[src/rsh_ram.sv]
// rsh_ram: generic single-write, single-read ram with registered read data
// no package dependencies
`default_nettype none

module rsh_ram #(
    parameter int WIDTH = 8,
    parameter int DEPTH = 16
) (
    input  wire logic                     i_clk,
    input  wire logic                     i_wr_en,
    input  wire logic [$clog2(DEPTH)-1:0] i_wr_addr,
    input  wire logic [WIDTH-1:0]         i_wr_data,
    input  wire logic                     i_rd_en,
    input  wire logic [$clog2(DEPTH)-1:0] i_rd_addr,
    output logic      [WIDTH-1:0]         o_rd_data
);

    logic [WIDTH-1:0] r_mem [DEPTH];

    always_ff @(posedge i_clk) begin
        if (i_wr_en) begin
            r_mem[i_wr_addr] <= i_wr_data;
        end
        if (i_rd_en) begin
            o_rd_data <= r_mem[i_rd_addr];
        end
    end

endmodule

`default_nettype wire

[config.mk]
export PLATFORM = sky130hd
export DESIGN_NAME = rsh_ram
export DESIGN_NICKNAME = d
export VERILOG_FILES = /design/src/rsh_ram.sv
export SDC_FILE = /design/constraint.sdc
export NUM_CORES = 1
export LEC_CHECK = 0
export ABC_AREA = 1
export BUFFER_PORTS_ARGS = -buffer_cell sky130_fd_sc_hd__buf_2
export CAP_MARGIN = 40
export CORE_ASPECT_RATIO = 1.5
export CORE_MARGIN = 4
export CORE_UTILIZATION = 40
export DETAILED_ROUTE_END_ITERATION = 10
export GPL_TIMING_DRIVEN = 0
export PLACE_DENSITY = 0.55
export SYNTH_ARGS = -nofsm -noshare
export SYNTH_HDL_FRONTEND = slang
export SYNTH_SLANG_ARGS = --single-unit
[constraint.sdc]
create_clock -name i_clk -period 3.75 [get_ports i_clk]
set_clock_uncertainty 0.2 [all_clocks]
set_input_delay 0.9375 -clock i_clk [delete_from_list [all_inputs] [get_ports i_clk]]
set_output_delay 0.9375 -clock i_clk [all_outputs]
set_load 0.005 [all_outputs]
==> metrics.cfg <==
[run_status]
status=finished, final reports clean

[die]
io_pins=27
die_w_um=106.7
num_rows=53
fp.dieH_um=156.1
core_um2=14190
dieArea_um2=16660
start_util=0.4120

[power]
p_int_mw=2.879
vdd_ir_drop_max_uv=267.3
switchingPower_uw=774.7
p_seq_frac=0.471
combPwrFrac=0.061
p_leak_nw=2.923
powerDensity_nw_per_um2=536.6
p_clk_frac=0.468
sw_frac_of_total=0.2120

[synthesis]
synth-edff-count=136
synth_seq_cells=136
async_flop_share=0
ys_top_cells_by_count=nand2_1, edfxtp_1, inv_1, nand3_1, nor2_1
synth_area_leaders=edfxtp_1, nand2_1, nand3_1
synth_cell_types=11
synth_top_family_by_area=simple AND/OR/NAND/NOR gates
synthMostInstantiatedCell=nand2_1
yosysWarnings=0
synth.area.mux_share=0
synth_adder_area_share=0
synth_top_area_share=0.6985
synth_xor_xnor_area_share=0
synth.largest_area_cell=edfxtp_1
netlist_area_um2=5847
synth_simple_gate_area_frac=0.2076
yosysSeqAreaShare=0.6985
synth-compound-area-share=0
synth_ff_type=edfxtp_1
synth_cells=551
syn_nets=570
avgSynthCellArea_um2=10.61

[cts]
cts_buffers=17
clkLatencyLatePin_ns=0.41
cts_resized=0
ctsHoldBuffers=0
htree_levels=4
post-cts-setup-buffers=0
cts_root_buffer=clkbuf_16
cts_tree=yes
max-clock-path-buffers=2
clkSinkCount=136
clk_pin_slew_ns=0.06

[sta]
clock.fmax_mhz=452.5
maxSlewViolCount=0
setup_tns_ns=0
hold_viol_final=0
period_share=0.5894
worst_pin_slew_ns=0.9353
fin_crit_ns=2.210
maxSlewHeadroom=0.3742
setup_ws_ns=1.540
timing.hold.ws_ns=0.5572
setup_viol=0
rsz0062_at_grt=no

[setup_path]
cp_slowest_stage_delay_ns=0.73
path_buf_inv=1
critPathSlowestCell=nor2_1
crit_path_end=r_mem[10][7]
cp.arrival_ns=2.04
start_kind=input pin
cp_max_fo=8
crit_type=input pin to flop
crit_family=simple AND/OR/NAND/NOR gates
worst-path-stages=3
r2r-end=o_rd_data[6]
worst_ep_required_time_ns=3.58
r2r-start=r_mem[6][6]
endpoint_kind=flop
reg2regPathDepth=6
cp_cell_sequence=buf_2 > nand3b_1 > nor2_1
reg2reg_setup_slack_ns=2.36
critical_path.startpoint=i_wr_addr[2]

[detailed_routing]
via_count=3869
avgViaCountPerCell=4.854
highest_layer=met4
drt-pass1-iter-count=5
wire_per_inst_um=18.33
drt_iter0_drc=284
wirelength_um=14610
wl_met3_um=621
antenna_left=0
wl_met1_um=5806
wl_met2_um=7830
drc=0

[global_route]
grt_overflow=0
antenna_found_initial=0
grt_pass1_vias=3730
grtUsageTotal=0.1866
grt_pass1_wl_um=22270
grt_max_degree=17

[layout]
fin_util=0.4798
final_area_um2=6809
diodes=0
area_delta_synth_final_pct=16.46
layout-drive-gt1-share=0.1273
nets=612

[place]
gp_congestion=0.9401
postPlaceCellArea_um2=6202
io_buffers=23
pre_cts_ws_ns=1.117
hpwl_um=10000

[hold_path]
hold_class=flop to flop

[run]
drv_cap=0

[power groups by stage]
| stage | combinational [mW] | clock [mW] | sequential (mW) |
|---|---|---|---|
| 2_1_floorplan | 0.120 | 0 | 1.75 |
| 3_3_place_gp | 0.220 | 0 | 1.75 |
| 3_5_place_dp | 0.223 | 0 | 1.75 |
| 4_1_cts | 0.223 | 1.73 | 1.72 |
| 5_1_grt | 0.246 | 1.81 | 1.72 |
| 6_report | 0.223 | 1.71 | 1.72 |
[placed cells by master (no fill, tap or decap)]
master      count
inv_2           2
clkinv_4        2
clkinv_2        4
bufinv_16       4
nand3_1        97
clkinvlp_4      1
clkinv_1        2
buf_6           6
nor2_1         17
buf_1           1
clkbuf_16      17
nand3b_1        2
inv_1         100
buf_4           4
buf_2          36
edfxtp_1      136
nand2_1       173
inv_6           1
[cell families after synthesis]
family,count (synthesis)
and+or+nand+nor,289
DFF,136
buffers and inverters,126
[registers in the layout, summed over array words and instances, names as in the netlist]
signal / cells
r_mem: 128
o_rd_data: 8
[layout make-up]
cell class | instances | area [um^2]
fillers | 1337 | 7382
multi-input cells | 289 | 1214
clock buffers | 17 | 425.4
inverters | 102 | 382.9
well taps | 192 | 240.2
clock inverters | 14 | 181.4
repair buffers | 23 | 115.1
plain buffers | 24 | 166.4
flip-flops and latches | 136 | 4084
[routing by layer]
metal / vias to the layer above / GRT usage
li1: 1863 / -
met1: 1870 / 0.2203
met2: 111 / 0.3306
met3: 25 / 0.03520
met4: 0 / 0.07983
met5: - / 0
[metrics by stage]
step                power, mW  instances
floorplan               1.873        551
global placement        1.972        766
detailed placement      1.975        766
CTS                     3.676        797
global route            3.777        797
finish                  3.654        797
[worst min-delay path by stage]
stage | from | to | slack, ns | cells past startpoint
2_1_floorplan | r_mem[10][0] | o_rd_data[0] | 0.48 | 6
3_3_place_gp | r_mem[10][6] | o_rd_data[6] | 0.53 | 6
3_5_place_dp | r_mem[10][6] | o_rd_data[6] | 0.54 | 6
4_1_cts | r_mem[10][6] | o_rd_data[6] | 0.55 | 6
5_1_grt | r_mem[13][2] | o_rd_data[2] | 0.61 | 6
6_report | r_mem[10][6] | o_rd_data[6] | 0.56 | 6
[worst reg2reg max path, stage by stage (launching register included)]
cell	delay [ns]
edfxtp_1	0.36
inv_1	0.06
nand2_1	0.05
nand3_1	0.09
nand3_1	0.12
nand3_1	0.18
nand2_1	0.08
Note: power is estimated with default switching activity, not from simulation.
