===== config.mk =====
export PLATFORM = sky130hd
export DESIGN_NAME = rsh_sharpen
export DESIGN_NICKNAME = d
export VERILOG_FILES = /design/src/rsh_pkg.sv /design/src/rsh_sharpen.sv
export SDC_FILE = /design/constraint.sdc
export NUM_CORES = 1
export LEC_CHECK = 0
export BUFFER_PORTS_ARGS = -buffer_cell sky130_fd_sc_hd__buf_2
export CAP_MARGIN = 15
export CORE_MARGIN = 1.5
export CORE_UTILIZATION = 54
export DETAILED_ROUTE_END_ITERATION = 10
export PLACE_DENSITY = 0.85
export SLEW_MARGIN = 10
export SYNTH_ARGS = -nofsm -noshare
export SYNTH_HDL_FRONTEND = slang
export SYNTH_SLANG_ARGS = --single-unit

===== constraint.sdc =====
create_clock -name vclk -period 12.15
set_input_delay 0.6075 -clock vclk [all_inputs]
set_output_delay 0.6075 -clock vclk [all_outputs]
set_load 0.02 [all_outputs]

===== src/rsh_pkg.sv =====
// rsh_pkg: shared constants, types and codes for the rgb sharpen stream unit
// no dependencies; imported by every other file of the block except rsh_ram
`default_nettype none

package rsh_pkg;

    // line store geometry
    localparam int MAX_WIDTH   = 2048;
    localparam int COL_W       = $clog2(MAX_WIDTH);

    // field widths
    localparam int CH_W        = 8;
    localparam int PIX_W       = 3 * CH_W;
    localparam int ROW_W       = 16;
    localparam int OUT_COL_W   = 11;
    localparam int CFG_WIDTH_W = 12;
    localparam int CFG_HGT_W   = 16;

    // configuration port
    localparam int CFG_IDX_W   = 2;
    localparam int CFG_DATA_W  = 16;

    typedef logic [CFG_IDX_W-1:0] t_cfg_idx;

    localparam t_cfg_idx REG_FRAME_WIDTH  = t_cfg_idx'(0);
    localparam t_cfg_idx REG_FRAME_HEIGHT = t_cfg_idx'(1);

    localparam logic [CFG_WIDTH_W-1:0] RESET_FRAME_WIDTH  = CFG_WIDTH_W'(640);
    localparam logic [CFG_HGT_W-1:0]   RESET_FRAME_HEIGHT = CFG_HGT_W'(480);

    // kernel constants
    localparam logic [CH_W-1:0] PIX_MAX = CH_W'(255);

    // result queue
    localparam int FIFO_DEPTH = 8;
    localparam int FIFO_AW    = $clog2(FIFO_DEPTH);
    localparam int RSV_W      = FIFO_AW + 2;

    // blue in the low byte, red in the high byte
    typedef struct packed {
        logic [CH_W-1:0] red;
        logic [CH_W-1:0] green;
        logic [CH_W-1:0] blue;
    } t_pixel;

    // index row*3+col; row 0 oldest, col 2 newest
    typedef t_pixel [8:0] t_window;

    typedef struct packed {
        logic [OUT_COL_W-1:0] out_col;
        logic [ROW_W-1:0]     out_row;
        logic [CH_W-1:0]      out_blue;
        logic [CH_W-1:0]      out_green;
        logic [CH_W-1:0]      out_red;
        logic                 last_of_run;
    } t_result;

endpackage

`default_nettype wire


===== src/rsh_sharpen.sv =====
// rsh_sharpen: 3x3 sharpen kernel on all three channels, saturated to 0..255
// depends on rsh_pkg for the pixel and window types
`default_nettype none

module rsh_sharpen (
    input  wire rsh_pkg::t_window i_win,
    output rsh_pkg::t_pixel       o_pix
);
    import rsh_pkg::*;

    // 9 * center minus the 8 neighbors
    function automatic logic [CH_W-1:0] sharpen_ch(input logic [8:0][CH_W-1:0] taps);
        logic [CH_W+3:0]        pos;
        logic [CH_W+2:0]        neg;
        logic signed [CH_W+4:0] diff;
        logic [CH_W-1:0]        res;
        pos = (CH_W+4)'({taps[4], 3'b000}) + (CH_W+4)'(taps[4]);
        neg = '0;
        for (int k = 0; k < 9; k++) begin
            if (k != 4) begin
                neg = neg + (CH_W+3)'(taps[k]);
            end
        end
        diff = signed'((CH_W+5)'(pos)) - signed'((CH_W+5)'(neg));
        if (diff < 0) begin
            res = '0;
        end else if (diff > signed'((CH_W+5)'(PIX_MAX))) begin
            res = PIX_MAX;
        end else begin
            res = diff[CH_W-1:0];
        end
        return res;
    endfunction

    logic [8:0][CH_W-1:0] w_blue;
    logic [8:0][CH_W-1:0] w_green;
    logic [8:0][CH_W-1:0] w_red;

    always_comb begin
        for (int k = 0; k < 9; k++) begin
            w_blue[k]  = i_win[k].blue;
            w_green[k] = i_win[k].green;
            w_red[k]   = i_win[k].red;
        end
        o_pix.blue  = sharpen_ch(w_blue);
        o_pix.green = sharpen_ch(w_green);
        o_pix.red   = sharpen_ch(w_red);
    end

endmodule

`default_nettype wire


==> impl_metrics.tcl, run 1 <==
set metrics [dict create \
    arrival_ns 5.61 \
    vias_per_cell 4.94 \
    hp-start "i_win[112]" \
    hpwl_um 14900 \
    mostFrequentLayoutCells "inv_1 (275), buf_2 (240), fa_1 (186)" \
    drcViolationCount 0 \
    drive_gt1_share_pct 25.6 \
    place_inst 1162 \
    overflow 0 \
    syn2layout_area_growth_pct 19.5 \
    track_usage_pct 23.5 \
    cts_resized 0 \
    startpoint "i_win[115]" \
    syn-num-nets 1228 \
    setup_viol 0 \
    final_common_cell "inv_1" \
    cpPeakStageDelay_ns 0.56 \
    stdcell_count 1164 \
    final_nets 1463 \
    syn_inst 757 \
    min_period_over_period_pct 51.2 \
    max_freq_mhz 161 \
    cp_max_fo 8 \
    hold_class "in2out" \
    end_kind "output port" \
    grt_start_max_net_pins 12 \
    grt_antenna_before_repair 2 \
    postCtsHoldBufs 0 \
    criticalPathCategory "in2out" \
    yosysWarnings 0 \
    drv_cap 0 \
    regArea_um2 0 \
    synth_cell_type_count 55 \
    first_global_vias 6257 \
    slew_viol_final 0 \
    synth_area_per_cell_um2 9.45 \
    worstMarginPinSlew_ns 0.831 \
    path_cells "buf_2 > fa_1 > fa_1 > inv_1 > fa_1 > inv_1 > fa_1 > inv_1 > fa_1 > inv_1 > ha_1 > and3_1 > a221oi_1 > o21ai_1 > xnor2_2 > nor4_4 > a21oi_1 > buf_2" \
    cpMostUsedCell "fa_1" \
    min_path_cells 4 \
    slowest_stage "nor4_4" \
    synth_area_mm2 0.00715 \
    design.seq.count 0 \
    vias 5747 \
    cp-start-kind "primary input" \
    postCtsSetupBuffers 0 \
    grt_first_pass_wirelength_um 27000 \
    routedWlPerCell_um 13.4 \
    fp-row-count 41 \
    rsz0062_at_grt "false" \
    start_util_pct 56.0 \
    core_mm2 0.0128 \
    postRouteAntennaNets 0 \
    die_h_um 118 \
    slew_headroom_pct 44.5 \
    tns_ns 0 \
    globalplace.congestion 0.886 \
    drt_wl_total_um 15500 \
    status "complete, no violations" \
    drt_iter0_markers 166 \
    dieArea_mm2 0.0139 \
    cp.required_ns 11.54 \
    io_buffers 240 \
    layout_min_cycle_time_ns 6.22 \
    ys_seq_area_share_pct 0 \
    dr.pass1.iters 5 \
    min_delay_worst_endpoint "o_pix[16]" \
    timing.final.hold_violations 0 \
    chipWidth_um 118 \
    clkbuf_count 0 \
    ioPinCount 240 \
]
==> metal layers <==
| layer | share of wire, % | routed length [um] | up-vias | global-route usage [%] |
|---|---|---|---|---|
| met2 | 54 | 8350 | 163 | 44.3 |
| met1 | 40 | 6200 | 2820 | 29.3 |
| met5 | 0 | 0 | - | 0 |
| met3 | 3.7 | 571 | 30 | 1.21 |
| li1 | - | - | 2734 | - |
| met4 | 2.7 | 426 | 0 | 5.64 |
==> synthesized netlist by cell type, types with 2 or more instances <==
cell type / n / area, um2
inv_1: 275 / 1030
fa_1: 186 / 3720
ha_1: 69 / 863
a21oi_1: 41 / 205
xnor2_1: 19 / 166
nor2_1: 17 / 63.8
a21o_1: 15 / 113
nand2_1: 12 / 45.0
o21a_1: 10 / 75.1
o21ai_0: 10 / 50.1
xor2_1: 10 / 87.6
a211oi_1: 9 / 67.6
nand3_1: 8 / 40.0
clkbuf_1: 7 / 26.3
nor3_1: 5 / 25.0
o211ai_1: 5 / 37.5
nand2b_1: 4 / 25.0
o21ai_1: 4 / 20.0
mux2i_1: 3 / 30.0
nor2b_1: 3 / 18.8
a221oi_1: 2 / 17.5
a221oi_2: 2 / 30.0
a311o_1: 2 / 20.0
and2_1: 2 / 12.5
and3_1: 2 / 12.5
nand4_1: 2 / 12.5
nor4_4: 2 / 42.5
o21bai_1: 2 / 15.0
o221ai_1: 2 / 17.5
o22ai_1: 2 / 12.5
==> critical path, delay by kind of cell <==
| kind | cells | cell delay (ns) |
|---|---|---|
| buffers and inverters | 6 | 0.56 |
| adder cells (fa/ha/maj) | 6 | 2.83 |
| AND/OR/NAND/NOR | 2 | 0.73 |
| AO/OA/AOI/OAI | 3 | 0.71 |
| XOR/XNOR | 1 | 0.17 |
==> worst max path at each step <==
stage / slack, ns / endpoint
2_1_floorplan: 6.48 / o_pix[16]
5_1_grt: 5.66 / o_pix[18]
3_5_place_dp: 5.93 / o_pix[23]
6_report: 5.93 / o_pix[23]
3_3_place_gp: 6.09 / o_pix[18]
4_1_cts: 5.93 / o_pix[23]
==> metrics by stage <==
| stage | utilization, % | cell area [um2] | hold WS, ns | worst slack (ns) |
|---|---|---|---|---|
| final | 66.9 | 8550 | 1.77 | 5.93 |
| after global routing | 66.9 | 8550 | 1.83 | 5.66 |
| after CTS | 66.9 | 8540 | 1.78 | 5.93 |
| after detailed placement | 66.9 | 8540 | 1.78 | 5.93 |
| after global placement | 66.9 | 8540 | 1.77 | 6.09 |
| after floorplan | - | 7150 | 1.45 | 6.48 |
==> logic make-up (layout without fill, tap and decap cells) <==
kind of cell,after synthesis,in the layout,synth area share [%]
buffers and inverters,282,515,14.8
multiplexers,4,4,0.577
AND/OR/NAND/NOR,64,64,5.07
other,0,2,0
XOR/XNOR,30,30,3.78
adder cells (fa/ha/maj),255,255,64.1
AO/OA/AOI/OAI,122,122,11.6
==> cell type report <==
type                       count  area, um2
antenna                        2       5.00
fill                        1041       4230
inverter                     275       1030
multi-input combinational    475       6090
tap                          172        215
timing repair buffer         240       1200
Power of run 1 is not shown: default switching activity piles up to over one toggle a cycle in this logic, so the estimate is an artifact.
==> run 2: changes to the inputs <==
clock period = 5.8 ns   (was 12.15 ns; I/O delays follow)
==> impl_metrics.tcl, run 2 (synthesis gave the netlist of run 1 again) <==
set metrics [dict create \
    postCtsHoldBufs 0 \
    grt_antenna_before_repair 2 \
    postLayoutCellArea_mm2 0.00855 \
    tns_ns 0 \
    regArea_um2 0 \
    cp.required_ns 5.51 \
    clkbuf_count 0 \
    dieArea_mm2 0.0139 \
    routedWlPerCell_um 13.3 \
    first_global_vias 6305 \
    core_mm2 0.0128 \
    syn2layout_area_growth_pct 19.5 \
    slew_headroom_pct 44.5 \
    track_usage_pct 23.5 \
    drt_iter0_markers 225 \
    final_nets 1463 \
    cpPeakStageDelay_ns 0.53 \
    cpMostUsedCell "fa_1" \
    chipWidth_um 118 \
    slowest_stage "fa_1" \
    mostFrequentLayoutCells "inv_1 (275), buf_2 (240), fa_1 (186)" \
    crit_end "o_pix[23]" \
    placed_cell_area_mm2 0.00854 \
    slew_viol_final 0 \
    cp-start-kind "primary input" \
    postCtsSetupBuffers 0 \
    vias 5717 \
    hold_class "in2out" \
    overflow 0 \
    setup_viol 0 \
    drv_cap 0 \
    drt_wl_total_um 15400 \
    criticalPathCategory "in2out" \
    dr.pass1.iters 4 \
    fp-row-count 41 \
    globalplace.congestion 0.885 \
    grt_start_max_net_pins 12 \
    timing.final.hold_violations 0 \
    drive_gt1_share_pct 25.6 \
    startpoint "i_win[115]" \
    arrival_ns 5.23 \
    end_kind "output port" \
    worstMarginPinSlew_ns 0.831 \
    postRouteAntennaNets 0 \
    max_freq_mhz 181 \
    ioPinCount 240 \
    layout_min_cycle_time_ns 5.52 \
    cp_max_fo 8 \
    grt_first_pass_wirelength_um 27200 \
    final_common_cell "inv_1" \
    die_h_um 118 \
    rsz0062_at_grt "false" \
    cts_resized 0 \
    path_cells "buf_2 > fa_1 > fa_1 > inv_1 > fa_1 > inv_1 > fa_1 > inv_1 > fa_1 > inv_1 > ha_1 > and3_1 > a221oi_1 > o21ai_1 > xnor2_2 > nor4_4 > a21oi_1 > buf_2" \
    start_util_pct 56.0 \
    min_period_over_period_pct 95.1 \
    drcViolationCount 0 \
    io_buffers 240 \
    status "complete, no violations" \
    hpwl_um 14600 \
    vias_per_cell 4.91 \
    design.seq.count 0 \
]
==> run 2: area by class of cell <==
| type | instances | area, um2 |
|---|---|---|
| repair buffers | 240 | 1200 |
| inverters | 275 | 1030 |
| fillers | 1015 | 4230 |
| well taps | 172 | 215 |
| multi-input cells | 475 | 6090 |
| diodes | 2 | 5.00 |
==> run 2: stage by stage <==
stage | worst slack [ns] | cells | utilization (%) | hold WS (ns)
2_1_floorplan | 0.765 | 757 | - | 0.815
3_3_place_gp | 0.372 | 1162 | 66.9 | 1.13
3_5_place_dp | 0.149 | 1162 | 66.9 | 1.15
4_1_cts | 0.145 | 1162 | 66.9 | 1.16
5_1_grt | 0.000294 | 1164 | 66.9 | 1.23
6_report | 0.284 | 1164 | 66.9 | 1.15
==> run 2: worst min path at each step <==
stage,startpoint,to,depth (start not counted)
final,i_win[112],o_pix[16],4
after global routing,i_win[112],o_pix[16],4
after CTS,i_win[112],o_pix[16],4
after detailed placement,i_win[112],o_pix[16],4
after global placement,i_win[112],o_pix[16],4
after floorplan,i_win[96],o_pix[0],2
==> run 2: worst max-delay path: cells and delay by family <==
family | cells | cell delay, ns
AOI/OAI and AO/OA | 3 | 0.74
adders and majority gates | 6 | 2.84
xor gates and xnor gates | 1 | 0.18
and+or+nand+nor | 2 | 0.60
buffers and inverters | 6 | 0.56
==> run 2: layer usage <==
metal  track usage, %  vias to the layer above  routed length [um]
met3             1.41                       30                 587
met1             29.7                     2787                6170
met5                0                        -                   0
li1                 -                     2730                   -
met4             5.49                        0                 450
met2             43.9                      170                8230
Power of run 2 is left out for the same reason.
==> run 3: changes to the inputs <==
==> constraint.sdc (replaced) <==
create_clock -name vclk -period 5.8
set_input_delay 1.16 -clock vclk [all_inputs]
set_output_delay 1.16 -clock vclk [all_outputs]
set_load 0.02 [all_outputs]
==> impl_metrics.tcl, run 3 (synthesis gave the netlist of run 1 again) <==
set metrics [dict create \
    status "finished with violations" \
    violations "negative setup slack" \
    final_core_util_pct 79.3 \
    final_nets 1572 \
    timing.final.hold_violations 0 \
    ioPinCount 240 \
    start_util_pct 56.0 \
    track_usage_pct 28.2 \
    startpoint "i_win[75]" \
    slew_viol_final 0 \
    core_mm2 0.0128 \
    min_path_cells 5 \
    clkbuf_count 0 \
    drv_cap 0 \
    fillerInstances 739 \
    worstMarginPinSlew_ns 0.455 \
    criticalPathCategory "in2out" \
    cp_max_fo 8 \
    overflow 0 \
    vias 6483 \
    mostFrequentLayoutCells "inv_1 (253), buf_2 (213), fa_1 (173)" \
    design.seq.count 0 \
    max_freq_mhz 143 \
    arrival_ns 5.83 \
    postRouteAntennaNets 0 \
    drive_gt1_share_pct 42.3 \
    tns_ns -26.45 \
    io_buffers 240 \
    end_kind "output port" \
    dieArea_mm2 0.0139 \
    drt_iter0_markers 216 \
    hpwl_um 16600 \
    grt_first_pass_wirelength_um 31900 \
    hp-start "i_win[96]" \
    first_global_vias 7272 \
    final_common_cell "inv_1" \
    layout_min_cycle_time_ns 6.99 \
    die_h_um 118 \
    grt_antenna_before_repair 0 \
    rsz0062_at_grt "true" \
    fp-row-count 41 \
    cp.required_ns 4.64 \
    drt_wl_total_um 20900 \
    routedWlPerCell_um 16.5 \
    min_period_over_period_pct 120 \
    diodes 0 \
    hold_class "in2out" \
    syn2layout_area_growth_pct 41.7 \
    postLayoutCellArea_mm2 0.0101 \
    drcViolationCount 0 \
    grt_start_max_net_pins 11 \
    placed_cell_area_mm2 0.00961 \
    slew_headroom_pct 69.4 \
    fin_ws_ns -1.19 \
    cp-start-kind "primary input" \
    regArea_um2 0 \
    globalplace.congestion 0.866 \
    setup_viol 24 \
    chipWidth_um 118 \
    dr.pass1.iters 4 \
    vias_per_cell 5.10 \
    multi_input_area_mm2 0.00667 \
]
## run 3: cell count changes in the layout (fill, tap and decap cells not counted), sizes merged
| cell | before | now |
|---|---|---|
| diode | 2 | 0 |
| buf | 240 | 349 |
## run 3: path summary, 6_finish.rpt
| kind | endpoint |
|---|---|
| hold / removal | o_pix[0] |
| setup / recovery | o_pix[5] |
## run 3: per-layer routing
| layer | vias to the layer above | track usage [%] | wire length, um |
|---|---|---|---|
| met3 | 75 | 1.74 | 916 |
| li1 | 2942 | - | - |
| met5 | - | 0 | 0 |
| met1 | 3206 | 31.0 | 7200 |
| met4 | 0 | 8.54 | 930 |
| met2 | 260 | 57.0 | 11900 |
## run 3: what timing repair did
item / 4_1_cts / 5_1_grt
endpoints found under the setup margin: 24 / 24
buffers inserted: 9 / 2
pin swaps: 35 / 34
hold buffers: 0 / 0
gates resized for setup: 57 / 46
## run 3: final cells by class
| class | count | area share [%] |
|---|---|---|
| multi-input combinational | 475 | 65.8 |
| tap | 172 | 2.12 |
| inverter | 275 | 10.2 |
| timing repair buffer | 349 | 21.8 |
## run 3: metrics by stage
stage | hold slack [ns] | setup slack, ns | std cells
global placement | 2.92 | -1.02 | 1260
global route | 3.00 | -1.31 | 1271
floorplan | 2.52 | -0.894 | 757
finish | 2.94 | -1.19 | 1271
CTS | 2.94 | -1.02 | 1269
detailed placement | 2.93 | -1.10 | 1260
## run 3: critical path, stage by stage
cell and delay, ns:
buf_6 0.10, fa_1 0.58, inv_2 0.06, fa_1 0.61
fa_2 0.49, fa_1 0.48, fa_1 0.56, ha_4 0.23
o211ai_1 0.26, o211ai_1 0.20, a21boi_1 0.19, a32oi_2 0.16
nor4_4 0.34, buf_12 0.18, a21oi_2 0.06, buf_4 0.16
Power of run 3 is left out for the same reason.
